## src/rtl/dimmer_wave_envelope_sampler_macros.svh

```systemverilog
// assertion macros for the dimmer wave envelope sampler
// used by the top level only, no other dependencies
`ifndef DIMMER_WAVE_ENVELOPE_SAMPLER_MACROS_SVH
`define DIMMER_WAVE_ENVELOPE_SAMPLER_MACROS_SVH

// same-cycle implication
`define DWES_ASSERT_IMP(label, clk, rst_n, ante, cons, msg) \
	label: assert property (@(posedge clk) disable iff (!rst_n) (ante) |-> (cons)) \
		else $error(msg);

// next-cycle implication
`define DWES_ASSERT_NXT(label, clk, rst_n, ante, cons, msg) \
	label: assert property (@(posedge clk) disable iff (!rst_n) (ante) |=> (cons)) \
		else $error(msg);

`endif

```

## src/rtl/dwes_pkg.sv

```systemverilog
// package for the dimmer wave envelope sampler: constants, config struct,
// register indexes and the raised cosine table; no dependencies
`timescale 1ns / 1ps
`default_nettype none

package dwes_pkg;

	localparam int FRAC_W     = 16;
	localparam int ONE_W      = FRAC_W + 1;
	localparam logic [ONE_W-1:0] ONE_Q = ONE_W'(1) << FRAC_W;

	localparam int DEG_FULL   = 360;
	localparam int PCT_FULL   = 100;
	localparam int P100_W     = FRAC_W + 7;

	// floor(off * 2^16 / 360) as (off * OFF_RECIP) >> OFF_SHIFT, exact for off below 360
	localparam logic [23:0] OFF_RECIP = 24'd11930465;
	localparam int OFF_SHIFT  = 16;
	localparam int OFF_PROD_W = 33;

	localparam int COS_DEPTH  = 256;
	localparam int COS_LOG    = $clog2(COS_DEPTH);
	localparam int COS_IDX_W  = COS_LOG + 1;
	localparam longint unsigned HALF_PI_Q30 = 64'd1686629713;

	localparam int DIV_NUM_W  = 48;
	localparam int DIV_DEN_W  = 24;
	localparam int DIV_STEP   = 4;
	localparam int DIV_STAGES = DIV_NUM_W / DIV_STEP;
	localparam int TAG_W      = P100_W + 1;

	localparam int T_W        = ONE_W + 8;
	localparam int U_W        = T_W + 16;
	localparam int Y_W        = 24;
	localparam logic [U_W-1:0] LEVEL_HALF = U_W'((255 << FRAC_W) >> 1);
	localparam logic [15:0] DIV255_MUL = 16'd32897;
	localparam int DIV255_SHIFT = 23;

	localparam int CFG_ADDR_W = 5;
	localparam int REG_IDX_W  = 3;

	localparam logic [1:0] SHAPE_COS    = 2'd0;
	localparam logic [1:0] SHAPE_SQUARE = 2'd1;
	localparam logic [1:0] SHAPE_LINEAR = 2'd2;

	typedef enum logic [REG_IDX_W-1:0] {
		REG_CYCLE,
		REG_START,
		REG_WIDTH,
		REG_FADE_IN,
		REG_FADE_OUT,
		REG_SHAPE,
		REG_LEVEL
	} reg_idx_t;

	typedef struct packed {
		logic [23:0] cycle_ms;
		logic [8:0]  start_offset_deg;
		logic [8:0]  wave_width_deg;
		logic [6:0]  fade_in_pct;
		logic [6:0]  fade_out_pct;
		logic [1:0]  wave_shape;
		logic [7:0]  wave_level;
	} cfg_t;

	typedef logic [ONE_W-1:0] cos_rom_t [COS_DEPTH+1];

	// sin^2 table built from a truncated taylor series in q30
	function automatic cos_rom_t build_cos_rom();
		cos_rom_t rom;
		logic [63:0] x;
		logic [63:0] x2;
		logic [63:0] term;
		logic [63:0] sum;
		logic [63:0] v;
		for (int i = 0; i <= COS_DEPTH; i++) begin
			x = (HALF_PI_Q30 * 64'(i)) / 64'(COS_DEPTH);
			x2 = (x * x) >> 30;
			term = x;
			sum = x;
			for (int k = 1; k <= 10; k++) begin
				term = ((term * x2) >> 30) / 64'((2 * k) * (2 * k + 1));
				if ((k & 1) == 1) begin
					sum = (sum >= term) ? sum - term : 64'd0;
				end else begin
					sum = sum + term;
				end
			end
			if (sum > (64'd1 << 30)) begin
				sum = 64'd1 << 30;
			end
			v = (sum * sum + (64'd1 << (59 - FRAC_W))) >> (60 - FRAC_W);
			if (v > 64'(ONE_Q)) begin
				v = 64'(ONE_Q);
			end
			rom[i] = ONE_W'(v);
		end
		return rom;
	endfunction

	localparam cos_rom_t COS_ROM = build_cos_rom();

endpackage

`default_nettype wire

```

## src/rtl/dwes_div.sv

```systemverilog
// pipelined restoring divider, four quotient bits per stage, with a tag
// carried alongside; divisor held steady while beats are in flight; uses dwes_pkg
`timescale 1ns / 1ps
`default_nettype none

module dwes_div
	import dwes_pkg::*;
(
	input  wire logic                 clk,
	input  wire logic                 arst_n,
	input  wire logic                 adv,
	input  wire logic                 in_vld,
	input  wire logic [DIV_NUM_W-1:0] num,
	input  wire logic [DIV_DEN_W-1:0] den,
	input  wire logic [TAG_W-1:0]     tag_in,
	output logic                      out_vld,
	output logic      [DIV_NUM_W-1:0] quo,
	output logic      [TAG_W-1:0]     tag_out
);

	logic                 vld_s [DIV_STAGES];
	logic [DIV_DEN_W-1:0] rem_s [DIV_STAGES];
	logic [DIV_NUM_W-1:0] nq_s  [DIV_STAGES];
	logic [TAG_W-1:0]     tag_s [DIV_STAGES];

	for (genvar j = 0; j < DIV_STAGES; j++) begin : g_stage
		logic                 vld_in;
		logic [DIV_DEN_W-1:0] rem_in;
		logic [DIV_NUM_W-1:0] nq_in;
		logic [TAG_W-1:0]     tag_i;
		logic [DIV_DEN_W-1:0] rem_nx;
		logic [DIV_NUM_W-1:0] nq_nx;

		if (j == 0) begin : g_head
			assign vld_in = in_vld;
			assign rem_in = '0;
			assign nq_in  = num;
			assign tag_i  = tag_in;
		end else begin : g_body
			assign vld_in = vld_s[j-1];
			assign rem_in = rem_s[j-1];
			assign nq_in  = nq_s[j-1];
			assign tag_i  = tag_s[j-1];
		end

		always_comb begin
			logic [DIV_DEN_W:0] trial;
			rem_nx = rem_in;
			nq_nx  = nq_in;
			trial  = '0;
			for (int b = 0; b < DIV_STEP; b++) begin
				trial = {rem_nx, nq_nx[DIV_NUM_W-1]};
				nq_nx = {nq_nx[DIV_NUM_W-2:0], 1'b0};
				if (trial >= {1'b0, den}) begin
					trial    = trial - {1'b0, den};
					nq_nx[0] = 1'b1;
				end
				rem_nx = trial[DIV_DEN_W-1:0];
			end
		end

		always_ff @(posedge clk or negedge arst_n) begin
			if (!arst_n) begin
				vld_s[j] <= 1'b0;
			end else if (adv) begin
				vld_s[j] <= vld_in;
			end
		end

		always_ff @(posedge clk) begin
			if (adv) begin
				rem_s[j] <= rem_nx;
				nq_s[j]  <= nq_nx;
				tag_s[j] <= tag_i;
			end
		end
	end

	assign out_vld = vld_s[DIV_STAGES-1];
	assign quo     = nq_s[DIV_STAGES-1];
	assign tag_out = tag_s[DIV_STAGES-1];

endmodule

`default_nettype wire

```

## config.mk

```make
export PLATFORM = sky130hd
export DESIGN_NAME = dwes_div
export DESIGN_NICKNAME = d
export VERILOG_FILES = /design/src/rtl/dimmer_wave_envelope_sampler_macros.svh /design/src/rtl/dwes_pkg.sv /design/src/rtl/dwes_div.sv
export SDC_FILE = /design/constraint.sdc
export NUM_CORES = 2
export LEC_CHECK = 0
export CORE_UTILIZATION = 65
export DETAILED_ROUTE_END_ITERATION = 16
export DONT_BUFFER_PORTS = 1
export GPL_TIMING_DRIVEN = 0
export PLACE_DENSITY_LB_ADDON = 0.08
export SYNTH_ARGS = -nofsm -noshare
export SYNTH_HDL_FRONTEND = slang
export SYNTH_SLANG_ARGS = --single-unit
export TNS_END_PERCENT = 50
```

## constraint.sdc

```tcl
create_clock -name clk -period 31.6 [get_ports clk]
set_clock_uncertainty 0.15 [all_clocks]
set_input_delay 3.16 -clock clk [delete_from_list [all_inputs] [get_ports clk]]
set_output_delay 3.16 -clock clk [all_outputs]
set_load 0.02 [all_outputs]
```

==> metrics.txt <==
status=finished clean; Buf/Inv on CP=9; die footprint=roughly 150000 sq um; CP Data Required Time=~32000 ps; Seq cells post-synth=1140; Fin. Hold Viols=0; setup TNS=0 ps; fmax=55.54 MHz; TritonCTS buffer count=118; Synth top cells by count=1130 x ha_1, 1128 x edfxtp_1, 919 x a21oi_1; first-pass GRT wire length=411900 um; Ant. Diodes=0; final setup vio count=0; hold buffer count at cts=0; initial antenna violation count=4; total gr overflow=0; design area=between 100000 and 150000 sq um; Syn Area/Cell=between 9 and 10 sq um; min cycle time layout=18010 ps; sequential share of the synthesized area=34.76%; Area Growth Syn to Fin=7.577%; fin nets=11417; I/O pins=173; gpl congestion=between 0.9 and 1; clock latency on the worst-skew pair=about 780 ps; Worst Setup Start Kind=input pin; Wirelength per Cell=about 22 um; Async S/R FF share, synth=1.053%; Pre-Repair DR Iteration Count=7; DRT Wirelength=268500 um; Rel. slew slack=between 5 and 6%; Die W=a little under 400 um; Worst-path clk slew=70 ps; layout cells sized above 1=9.173%; Post-synth top flop=edfxtp_1; post-cts resize count=0; CTS sink cnt=1140; maxcap violations=0; yosys warns=0; drt drc=0; unrepaired setup endpoints after global routing=false; Least-Margin Pin Slew=1418 ps; Synth area leader=edfxtp_1; CP Capture Type=flip-flop; Bufs on Longest Clock Path=3; hold crit path type=reg2reg; critical path type=in2reg; Die Height=390.9 um; Final Max Tran Viols=0; EDFF count, synth=1128; largest net degree at the start of global routing=between 1000 and 1500; core box area=150000 sq um; Synth cell types=124; fin crit share=56.98%; worst-path fanout max=35; number of global-route vias before repair=76041; CP delay by family, top=compound AO/OA/AOI/OAI gates; Syn Nets=11268; # H-tree levels=3; synth top area cells=edfxtp_1 34%, ha_1 14%, xnor2_1 5.4%; placed cell area=slightly above 100000 sq um; Clock Tree Root=clkbuf_16; post-CTS setup buffers=0; Starting Density=between 60 and 70%; top-count cell post-synth=ha_1; Critical Path Max Stage Delay=600 ps; Vias=between 80000 and 90000; Fillers=11388; post-DR vias/cell=6.538; post-DP HPWL=approximately 190000 um; PortBufs=0; CTS tree=built; Slowest cell on crit path=o211ai_1; CP arrival=18310 ps; Post-DRT Antenna Nets=0; Post-Syn Instances=9992; drt first-iter violations=approximately 7400; aggregate global-route resource usage=between 30% and 40%; Placement Rows=between 100 and 150; Synth top area share=34.45%; Mapped Area=98310 sq um
-- metrics by stage --
stage | util (%) | std cells | hold slack, ps | setup WS (ps)
floorplan | - | 9992 | 250.3 | 13630
global placement | 67.24 | 12008 | 250.1 | 8029
detailed placement | 67.69 | 12032 | 254.5 | 13400
CTS | 70.44 | 12248 | 245.5 | 14140
global route | 70.53 | 12253 | 251.4 | 12630
finish | 70.53 | 12253 | 240.9 | 13590
-- placed cells by master, fill, tap and decap left out, types with 58 or more instances in the layout --
cell	count
o21a_1	168
inv_1	436
nand3_1	144
a21o_1	442
nand4_1	156
or3_1	58
a211oi_1	70
clkbuf_1	106
o21bai_1	133
xor2_1	281
nand2_1	673
o221ai_1	66
xnor2_1	607
ha_1	1130
clkbuf_16	118
mux2_2	444
edfxtp_1	1128
nor3_1	171
nor2_1	658
nor4_1	63
a31oi_1	81
nand2b_1	139
and3_1	81
o21ai_0	620
mux2i_1	80
nor2b_1	128
a21oi_1	919
-- worst paths after layout --
kind	startpoint	end	slack (ps)	depth (start not counted)
setup / recovery	den[1]	rem_s[2][23]$_DFFE_PP_	13590	49
hold / removal	nq_s[0][178]$_DFFE_PP_	nq_s[1][38]$_DFFE_PP_	240	0
setup reg to reg	rem_s[1][17]$_DFFE_PP_	rem_s[2][23]$_DFFE_PP_	16200	48
hold reg to reg	nq_s[0][178]$_DFFE_PP_	nq_s[1][38]$_DFFE_PP_	240	0
max in group asynchronous	arst_n	g_stage[9].vld_in$_DFFE_PN0P_	29290	0
min in group asynchronous	arst_n	g_stage[8].vld_in$_DFFE_PN0P_	1930	0
-- registers in the layout, summed over array words and instances (netlist names) --
register / flops
g_stage.vld_in: 11
nq_s: 576
out_vld: 1
rem_s: 264
tag_s: 288
-- cells by family after synthesis --
| group | after synthesis | share of synthesized area (%) |
|---|---|---|
| mux | 613 | 7.076 |
| flops | 1140 | 34.76 |
| simple gates | 2475 | 12.20 |
| fa+ha+maj | 1176 | 15.32 |
| buf+inv | 660 | 2.706 |
| compound gates | 3040 | 20.03 |
| xor+xnor | 888 | 7.911 |
-- cell type report --
| cell class | instances | area, sq um | share of cell area [%] |
|---|---|---|---|
| plain buffers | 182 | 869.6 | 0.8222 |
| clock buffers | 133 | 3009 | 2.845 |
| clock inverters | 83 | 1106 | 1.046 |
| inverters | 478 | 1849 | 1.749 |
| multi-input cells | 8192 | 61480 | 58.13 |
| flip-flops and latches | 1140 | 34170 | 32.31 |
| well taps | 2016 | 2522 | 2.385 |
| repair buffers | 29 | 753.2 | 0.7122 |
-- routing by layer --
layer | share of wire [%] | track usage, %
met5 | 0 | 0
met4 | 3.9 | 12.71
met3 | 7.6 | 4.221
met2 | 45 | 55.12
met1 | 43 | 46.36
Power is left out: the tool's default activity adds up to more than one toggle a clock period on the data nets, which glitch-free logic cannot reach.
