===== src/rtl/dimmer_wave_envelope_sampler_macros.svh =====
// assertion macros for the dimmer wave envelope sampler
// used by the top level only, no other dependencies
`ifndef DIMMER_WAVE_ENVELOPE_SAMPLER_MACROS_SVH
`define DIMMER_WAVE_ENVELOPE_SAMPLER_MACROS_SVH

// same-cycle implication
`define DWES_ASSERT_IMP(label, clk, rst_n, ante, cons, msg) \
	label: assert property (@(posedge clk) disable iff (!rst_n) (ante) |-> (cons)) \
		else $error(msg);

// next-cycle implication
`define DWES_ASSERT_NXT(label, clk, rst_n, ante, cons, msg) \
	label: assert property (@(posedge clk) disable iff (!rst_n) (ante) |=> (cons)) \
		else $error(msg);

`endif


===== src/rtl/dwes_pkg.sv =====
// package for the dimmer wave envelope sampler: constants, config struct,
// register indexes and the raised cosine table; no dependencies
`timescale 1ns / 1ps
`default_nettype none

package dwes_pkg;

	localparam int FRAC_W     = 16;
	localparam int ONE_W      = FRAC_W + 1;
	localparam logic [ONE_W-1:0] ONE_Q = ONE_W'(1) << FRAC_W;

	localparam int DEG_FULL   = 360;
	localparam int PCT_FULL   = 100;
	localparam int P100_W     = FRAC_W + 7;

	// floor(off * 2^16 / 360) as (off * OFF_RECIP) >> OFF_SHIFT, exact for off below 360
	localparam logic [23:0] OFF_RECIP = 24'd11930465;
	localparam int OFF_SHIFT  = 16;
	localparam int OFF_PROD_W = 33;

	localparam int COS_DEPTH  = 256;
	localparam int COS_LOG    = $clog2(COS_DEPTH);
	localparam int COS_IDX_W  = COS_LOG + 1;
	localparam longint unsigned HALF_PI_Q30 = 64'd1686629713;

	localparam int DIV_NUM_W  = 48;
	localparam int DIV_DEN_W  = 24;
	localparam int DIV_STEP   = 4;
	localparam int DIV_STAGES = DIV_NUM_W / DIV_STEP;
	localparam int TAG_W      = P100_W + 1;

	localparam int T_W        = ONE_W + 8;
	localparam int U_W        = T_W + 16;
	localparam int Y_W        = 24;
	localparam logic [U_W-1:0] LEVEL_HALF = U_W'((255 << FRAC_W) >> 1);
	localparam logic [15:0] DIV255_MUL = 16'd32897;
	localparam int DIV255_SHIFT = 23;

	localparam int CFG_ADDR_W = 5;
	localparam int REG_IDX_W  = 3;

	localparam logic [1:0] SHAPE_COS    = 2'd0;
	localparam logic [1:0] SHAPE_SQUARE = 2'd1;
	localparam logic [1:0] SHAPE_LINEAR = 2'd2;

	typedef enum logic [REG_IDX_W-1:0] {
		REG_CYCLE,
		REG_START,
		REG_WIDTH,
		REG_FADE_IN,
		REG_FADE_OUT,
		REG_SHAPE,
		REG_LEVEL
	} reg_idx_t;

	typedef struct packed {
		logic [23:0] cycle_ms;
		logic [8:0]  start_offset_deg;
		logic [8:0]  wave_width_deg;
		logic [6:0]  fade_in_pct;
		logic [6:0]  fade_out_pct;
		logic [1:0]  wave_shape;
		logic [7:0]  wave_level;
	} cfg_t;

	typedef logic [ONE_W-1:0] cos_rom_t [COS_DEPTH+1];

	// sin^2 table built from a truncated taylor series in q30
	function automatic cos_rom_t build_cos_rom();
		cos_rom_t rom;
		logic [63:0] x;
		logic [63:0] x2;
		logic [63:0] term;
		logic [63:0] sum;
		logic [63:0] v;
		for (int i = 0; i <= COS_DEPTH; i++) begin
			x = (HALF_PI_Q30 * 64'(i)) / 64'(COS_DEPTH);
			x2 = (x * x) >> 30;
			term = x;
			sum = x;
			for (int k = 1; k <= 10; k++) begin
				term = ((term * x2) >> 30) / 64'((2 * k) * (2 * k + 1));
				if ((k & 1) == 1) begin
					sum = (sum >= term) ? sum - term : 64'd0;
				end else begin
					sum = sum + term;
				end
			end
			if (sum > (64'd1 << 30)) begin
				sum = 64'd1 << 30;
			end
			v = (sum * sum + (64'd1 << (59 - FRAC_W))) >> (60 - FRAC_W);
			if (v > 64'(ONE_Q)) begin
				v = 64'(ONE_Q);
			end
			rom[i] = ONE_W'(v);
		end
		return rom;
	endfunction

	localparam cos_rom_t COS_ROM = build_cos_rom();

endpackage

`default_nettype wire


===== src/rtl/dwes_cfg.sv =====
// apb register file for the envelope settings
// depends on dwes_pkg
`timescale 1ns / 1ps
`default_nettype none

module dwes_cfg
	import dwes_pkg::*;
(
	input  wire logic                  clk,
	input  wire logic                  arst_n,
	input  wire logic                  psel,
	input  wire logic                  penable,
	input  wire logic                  pwrite,
	input  wire logic [CFG_ADDR_W-1:0] paddr,
	input  wire logic [31:0]           pwdata,
	output logic      [31:0]           prdata,
	output logic                       pready,
	output cfg_t                       cfg
);

	cfg_t     cfg_q;
	reg_idx_t idx;

	assign idx = reg_idx_t'(paddr[CFG_ADDR_W-1:2]);
	assign pready = 1'b1;
	assign cfg = cfg_q;

	always_ff @(posedge clk or negedge arst_n) begin
		if (!arst_n) begin
			cfg_q.cycle_ms         <= 24'd1000;
			cfg_q.start_offset_deg <= 9'd0;
			cfg_q.wave_width_deg   <= 9'd360;
			cfg_q.fade_in_pct      <= 7'd0;
			cfg_q.fade_out_pct     <= 7'd0;
			cfg_q.wave_shape       <= SHAPE_COS;
			cfg_q.wave_level       <= 8'd255;
		end else if (psel && penable && pwrite) begin
			unique case (idx)
				REG_CYCLE:    cfg_q.cycle_ms         <= pwdata[23:0];
				REG_START:    cfg_q.start_offset_deg <= pwdata[8:0];
				REG_WIDTH:    cfg_q.wave_width_deg   <= pwdata[8:0];
				REG_FADE_IN:  cfg_q.fade_in_pct      <= pwdata[6:0];
				REG_FADE_OUT: cfg_q.fade_out_pct     <= pwdata[6:0];
				REG_SHAPE:    cfg_q.wave_shape       <= pwdata[1:0];
				REG_LEVEL:    cfg_q.wave_level       <= pwdata[7:0];
				default: ;
			endcase
		end
	end

	always_comb begin
		prdata = '0;
		unique case (idx)
			REG_CYCLE:    prdata = 32'(cfg_q.cycle_ms);
			REG_START:    prdata = 32'(cfg_q.start_offset_deg);
			REG_WIDTH:    prdata = 32'(cfg_q.wave_width_deg);
			REG_FADE_IN:  prdata = 32'(cfg_q.fade_in_pct);
			REG_FADE_OUT: prdata = 32'(cfg_q.fade_out_pct);
			REG_SHAPE:    prdata = 32'(cfg_q.wave_shape);
			REG_LEVEL:    prdata = 32'(cfg_q.wave_level);
			default:      prdata = '0;
		endcase
	end

endmodule

`default_nettype wire


===== config.mk =====
export PLATFORM = sky130hd
export DESIGN_NAME = dwes_cfg
export DESIGN_NICKNAME = d
export VERILOG_FILES = /design/src/rtl/dimmer_wave_envelope_sampler_macros.svh /design/src/rtl/dwes_pkg.sv /design/src/rtl/dwes_cfg.sv
export SDC_FILE = /design/constraint.sdc
export NUM_CORES = 1
export LEC_CHECK = 0
export BUFFER_PORTS_ARGS = -buffer_cell sky130_fd_sc_hd__buf_2
export CORE_MARGIN = 4
export CORE_UTILIZATION = 40
export CTS_CLUSTER_DIAMETER = 100
export CTS_CLUSTER_SIZE = 16
export DETAILED_ROUTE_END_ITERATION = 6
export PLACE_DENSITY = 0.72
export RECOVER_POWER = 50
export SYNTH_ARGS = -nofsm -noshare
export SYNTH_HDL_FRONTEND = slang
export SYNTH_SLANG_ARGS = --single-unit

===== constraint.sdc =====
create_clock -name clk -period 1.45 [get_ports clk]
set_input_delay 0.29 -clock clk [delete_from_list [all_inputs] [get_ports clk]]
set_output_delay 0.29 -clock clk [all_outputs]
set_load 0.02 [all_outputs]

==> metrics.cfg, run 1 <==
[finish]
antenna_cells = 0
nets = 449
layout-drive-gt1-share = 0.735
largest_reg_flops = 66
fill_cells = 658
syn_to_final_growth_pct = 44.0
fin_util = 0.599

[logic_synthesis]
synth_seq_area_share = 0.513
synth-async-reset-ratio = 1.00
synth-seq-cells = 66
synth_ff_type = dfrtp_1
synthTopCellsByArea = dfrtp_1, mux2_2, dfstp_2, mux2_4, mux2i_1
syn_area_sq_um = 3260
avgSynthCellArea_sq_um = 13.6
postSynthCellCount = 239
synth_cell_types = 34
synth_edf_count = 0
yosys_warnings = 0
yosysTopAreaCell = dfrtp_1
yosys.area.top_type_share = 0.368

[route]
drc = 0
wire_per_inst_um = 18.1
first_pass_iters = 4
drt_iter0_drc = 71
viasPerCell = 5.06
ant_nets = 0
drt_wl_total_mm = 9.29
via_count = 2599

[grt]
grt.overflow.total = 0
antenna_found_initial = 0
grt_max_degree = 67
grt_pass1_wl_mm = 14.6
grt_pass1_vias = 2728
grt.total_usage = 0.192

[cts]
numCtsBuffers = 9
clk_latency_ns = 0.34
h-tree-depth = 3
cts_tree = yes
root_buffer = clkbuf_8
clock_path_buffers = 2
cts_sinks = 66
clkTransAtPathRegs_ns = 0.08

[worst_setup_path]
crit_path_start_kind = input port
cp_data_required_time_ns = 1.16
arrival_ns = 1.41
path_class = in2out
path_max_fanout = 5
cp-startpoint = paddr[3]
crit_path_end_kind = output port
r2r-start = cfg[44]

[die]
dieArea_sq_um = 9660
io_pins = 141
fp.coreArea_sq_um = 7850
die_h_um = 98.3
initial_core_util = 0.416
die_x_um = 98.3
fp-row-count = 32

[sta]
finalCriticalPeriod_ns = 1.70
rsz0062_at_grt = yes
timing.slew.headroom = 0.394
setup_tns_ns = -3.44
hold_ws_ns = 0.171
finClkSkew_ns = 0
hold_viol = 0
fmax_mhz = 589
finalCritPeriodShare = 1.17
tightest_slew_ns = 0.908
layout_setup_ws_ns = -0.248
drv_slew = 0
finalSetupViolations = 42

[pwr]
p_per_area_nw_per_um2 = 1290
leakage_nw = 2.41
peakVddDrop_mv = 0.577

[flow_run]
cap_violations = 0

[worst_hold_path]
min-delay-start = pwdata[20]
hp-class = in2reg

[outcome]
status = complete, but fails checks
violations = negative setup slack

[place]
gp_congestion = 0.799
dpl.hpwl_mm = 6.53
port_buffers = 121

-- report_power, final --
part	internal, mW	switching, mW	total, mW
logic	0.986	1.10	2.09
registers	2.27	0.274	2.55
clock network	0.666	0.750	1.42
total	3.93	2.13	6.05
-- synth_stat cells, types with 2 or more instances --
library cell,number
buf_4,9
dfstp_2,18
o21a_1,4
or2_2,2
nor2_2,4
mux2_2,49
buf_2,3
buf_6,2
or2_1,2
mux2i_1,16
nand2_1,8
nand3_1,2
nand3b_1,2
conb_1,2
and2_1,15
mux2_4,20
nand2b_1,4
clkbuf_1,4
dfrtp_1,48
nor2_1,4
a21oi_1,2
o221ai_1,6
buf_8,2
-- worst paths after layout --
path / to / slack, ns / depth (start not counted)
min in group asynchronous: cfg[52] / 0.71 / 3
max in group asynchronous: cfg[22] / 0.14 / 3
worst max-delay path: prdata[3] / -0.25 / 6
worst min-delay path: cfg[62] / 0.17 / 2
worst min register to register: cfg[41] / 0.53 / 1
worst max register to register: cfg[44] / 0.55 / 2
-- layout make-up --
class	count	area (sq um)	area share
clock buffers	10	138	0.0293
clock inverters	6	42.5	0.00906
inverters	1	3.75	0.000799
multi-input cells	158	1570	0.334
flip-flops and latches	66	1670	0.356
well taps	102	128	0.0272
repair buffers	171	1140	0.243
-- what timing repair did --
| item | in CTS | in global routing |
|---|---|---|
| setup buffers | 15 | 0 |
| pin swaps | 20 | 2 |
| setup endpoints to repair | 24 | 28 |
| endpoints found under the hold margin | 48 | 0 |
| gates cloned | 1 | 0 |
| resized for setup | 78 | 11 |
| hold buffers | 1 | 0 |
-- cells in the final DEF (no fill, tap or decap), drive strengths merged, types with 2 or more instances in the layout --
cell / count
buf: 158
mux2: 69
dfrtp: 48
clkbuf: 22
dfstp: 18
mux2i: 16
and2: 15
conb: 9
nand2: 8
nor2: 8
o221ai: 6
o21a: 4
or2: 4
nand2b: 4
clkinv: 4
a21oi: 2
nand3b: 2
clkinvlp: 2
nand3: 2
-- cell families (layout without fill, tap and decap cells) --
| kind of cell | count (synthesis) | in the layout | synth area share |
|---|---|---|---|
| mux | 85 | 85 | 0.310 |
| flops | 66 | 66 | 0.513 |
| simple gates | 47 | 47 | 0.0844 |
| buf+inv | 22 | 188 | 0.0483 |
| compound gates | 17 | 17 | 0.0414 |
| other cells | 2 | 9 | 0.00230 |
-- metrics by stage --
stage                     instance area, sq um  setup slack [ns]  power (mW)  std cells
after detailed placement                  4220            -0.252        4.44        481
after floorplan                           3350           -0.0825        3.72        246
after CTS                                 4750            -0.263        6.07        514
after global placement                    4220            -0.217        4.39        481
after global routing                      4700            -0.310        6.36        514
final                                     4700            -0.248        6.05        514
-- critical path, stage by stage --
cell      delay [ns]
clkbuf_1        0.20
buf_4           0.22
mux2_2          0.35
nand2_1         0.06
o221ai_1        0.11
buf_4           0.18
-- layer usage --
layer,share of wire,global-route usage,up-vias
met3,0.060,0.0464,20
met4,0.028,0.0819,0
met5,0,0,-
met1,0.45,0.244,1300
met2,0.46,0.310,109
li1,-,-,1170
Power figures use the tool's default switching activity.
==> run 2: changes to the inputs <==
CAP_MARGIN = 20   (was default)
CORE_ASPECT_RATIO = 0.9   (was default)
CORE_UTILIZATION = 43   (was 40)
PLACE_DENSITY = 0.76   (was 0.72)
==> run 2 against run 1 <==
- the flow still finishes with violations (negative setup slack)
- total power is 0.67% lower
- first-iteration DRC count is 1.4% lower
- via count is 1.3% lower
- die area is 6.4% lower
- sequential share of layout area is 0.14 points lower
- register-to-register slack worse by 0.11 ns
- count of clock-buffer cells in the layout is 3 higher
- largest cell class unchanged
==> metrics.cfg, run 2 (synthesis gave the netlist of run 1 again) <==
[grt]
grt.overflow.total = 0
grt_max_degree = 26
grt_pass1_vias = 2764
antenna_found_initial = 0
grt.total_usage = 0.200
grt_pass1_wl_mm = 14.2

[worst_setup_path]
crit_path_end_kind = output port
path_class = reg2out
r2r-start = cfg[42]
critPathMaxStageDelay_ns = 0.54
reg2regPathDepth = 3
r2r_end = cfg[42]
slowest_stage = dfstp_2
crit_path_start_kind = flip-flop
path_cells = mux2i_1, a211o_1, o21ai_2, buf_6
crit_family = flip-flops
path_max_fanout = 2
cp_data_required_time_ns = 1.16
ff2ff_setup_slack_ns = 0.44
cp.buffers_inverters = 1
arrival_ns = 1.40

[cts]
clk_latency_ns = 0.34
root_buffer = clkbuf_8
h-tree-depth = 3
clkTransAtPathRegs_ns = 0.07
clock_path_buffers = 2
cts_sinks = 66
numCtsBuffers = 9
cts_tree = yes

[die]
die_h_um = 90.6
die_x_um = 99.8
dieArea_sq_um = 9040
fp.coreArea_sq_um = 7220
io_pins = 141
fp-row-count = 29
initial_core_util = 0.452

[sta]
hold_viol = 0
fmax_mhz = 592
tightest_slew_ns = 1.05
finalCritPeriodShare = 1.16
hold_ws_ns = 0.181
rsz0062_at_grt = yes
finalCriticalPeriod_ns = 1.69
finalSetupViolations = 45
finClkSkew_ns = 0
layout_setup_ws_ns = -0.239
timing.slew.headroom = 0.303
drv_slew = 0

[flow_run]
cap_violations = 0

[place]
dpl.hpwl_mm = 6.39
gp_congestion = 0.789
dpl.cell_count = 473
port_buffers = 121

[worst_hold_path]
hold-path-endpoint = cfg[57]
hp-class = in2reg
hold_depth = 2
min-delay-start = pwdata[15]

[finish]
final_cells = 511
layout_commonest_cell = buf_2
fill_cells = 570
largest_reg_flops = 66
syn_to_final_growth_pct = 44.6
layout-drive-gt1-share = 0.730
antenna_cells = 0
layout_common_cells = buf_2, buf_4, dfrtp_1
fin_util = 0.653
nets = 455

[pwr]
p_total_mw = 6.01
p_per_area_nw_per_um2 = 1280
leakage_nw = 2.43
peakVddDrop_mv = 0.863

[route]
ant_nets = 0
drt_wl_total_mm = 9.08
viasPerCell = 5.02
via_count = 2566
first_pass_iters = 4
wire_per_inst_um = 17.8
drt_iter0_drc = 70
drc = 0

[outcome]
status = complete, but fails checks
violations = negative setup slack

[run 2: changes by cell type in the layout (fill, tap and decap cells not counted), moves of 2 or more]
cell,before,now
buf_6,23,20
buf_2,90,87
o221ai_1,2,0
clkinv_4,2,0
o221ai_2,4,6
clkbuf_1,5,10
clkinvlp_4,2,0
clkbuf_4,2,0
buf_4,43,54
[run 2: worst max path at each step]
stage | depth (start not counted) | end | start
finish | 4 | prdata[4] | cfg[4]
global route | 4 | prdata[2] | cfg[26]
CTS | 4 | prdata[4] | cfg[4]
detailed placement | 5 | cfg[62] | paddr[3]
global placement | 5 | cfg[54] | paddr[3]
floorplan | 6 | cfg[42] | paddr[4]
[run 2: final cells by class]
class / instances / area, sq um / share of cell area
sequential: 66 / 1670 / 0.355
clock inverter: 3 / 15.0 / 0.00318
clock buffer: 13 / 149 / 0.0316
timing repair buffer: 177 / 1180 / 0.251
tap: 93 / 116 / 0.0247
inverter: 1 / 3.75 / 0.000796
multi-input combinational: 158 / 1580 / 0.334
[run 2: stage by stage]
| step | setup TNS (ns) | instance area, sq um | setup slack [ns] |
|---|---|---|---|
| after CTS | -2.59 | 4710 | -0.250 |
| final | -2.77 | 4720 | -0.239 |
| after detailed placement | -14.02 | 4190 | -0.244 |
| after global routing | -8.65 | 4720 | -0.308 |
| after floorplan | -2.69 | 3350 | -0.0825 |
| after global placement | -12.43 | 4190 | -0.204 |
[run 2: where the power goes]
part           internal (mW)  switching, mW  leakage (nW)
registers               2.28          0.275         0.802
clock network          0.661          0.679        0.0872
logic                   1.01           1.12          1.54
[run 2: timing repair]
item,in CTS,in global routing
setup buffers,14,6
pin swaps,24,5
hold buffers,1,0
gates resized for setup,80,9
gates cloned,1,0
setup endpoints to repair,24,29
hold endpoints to repair,6,0
[run 2: layer usage]
layer  routed length, um  global-route usage  vias to the layer above
met5                   0                   0                        -
met4                 119              0.0410                        0
met3                 673              0.0656                       12
met2                4380               0.337                      108
met1                3910               0.249                     1266
li1                    -                   -                     1180
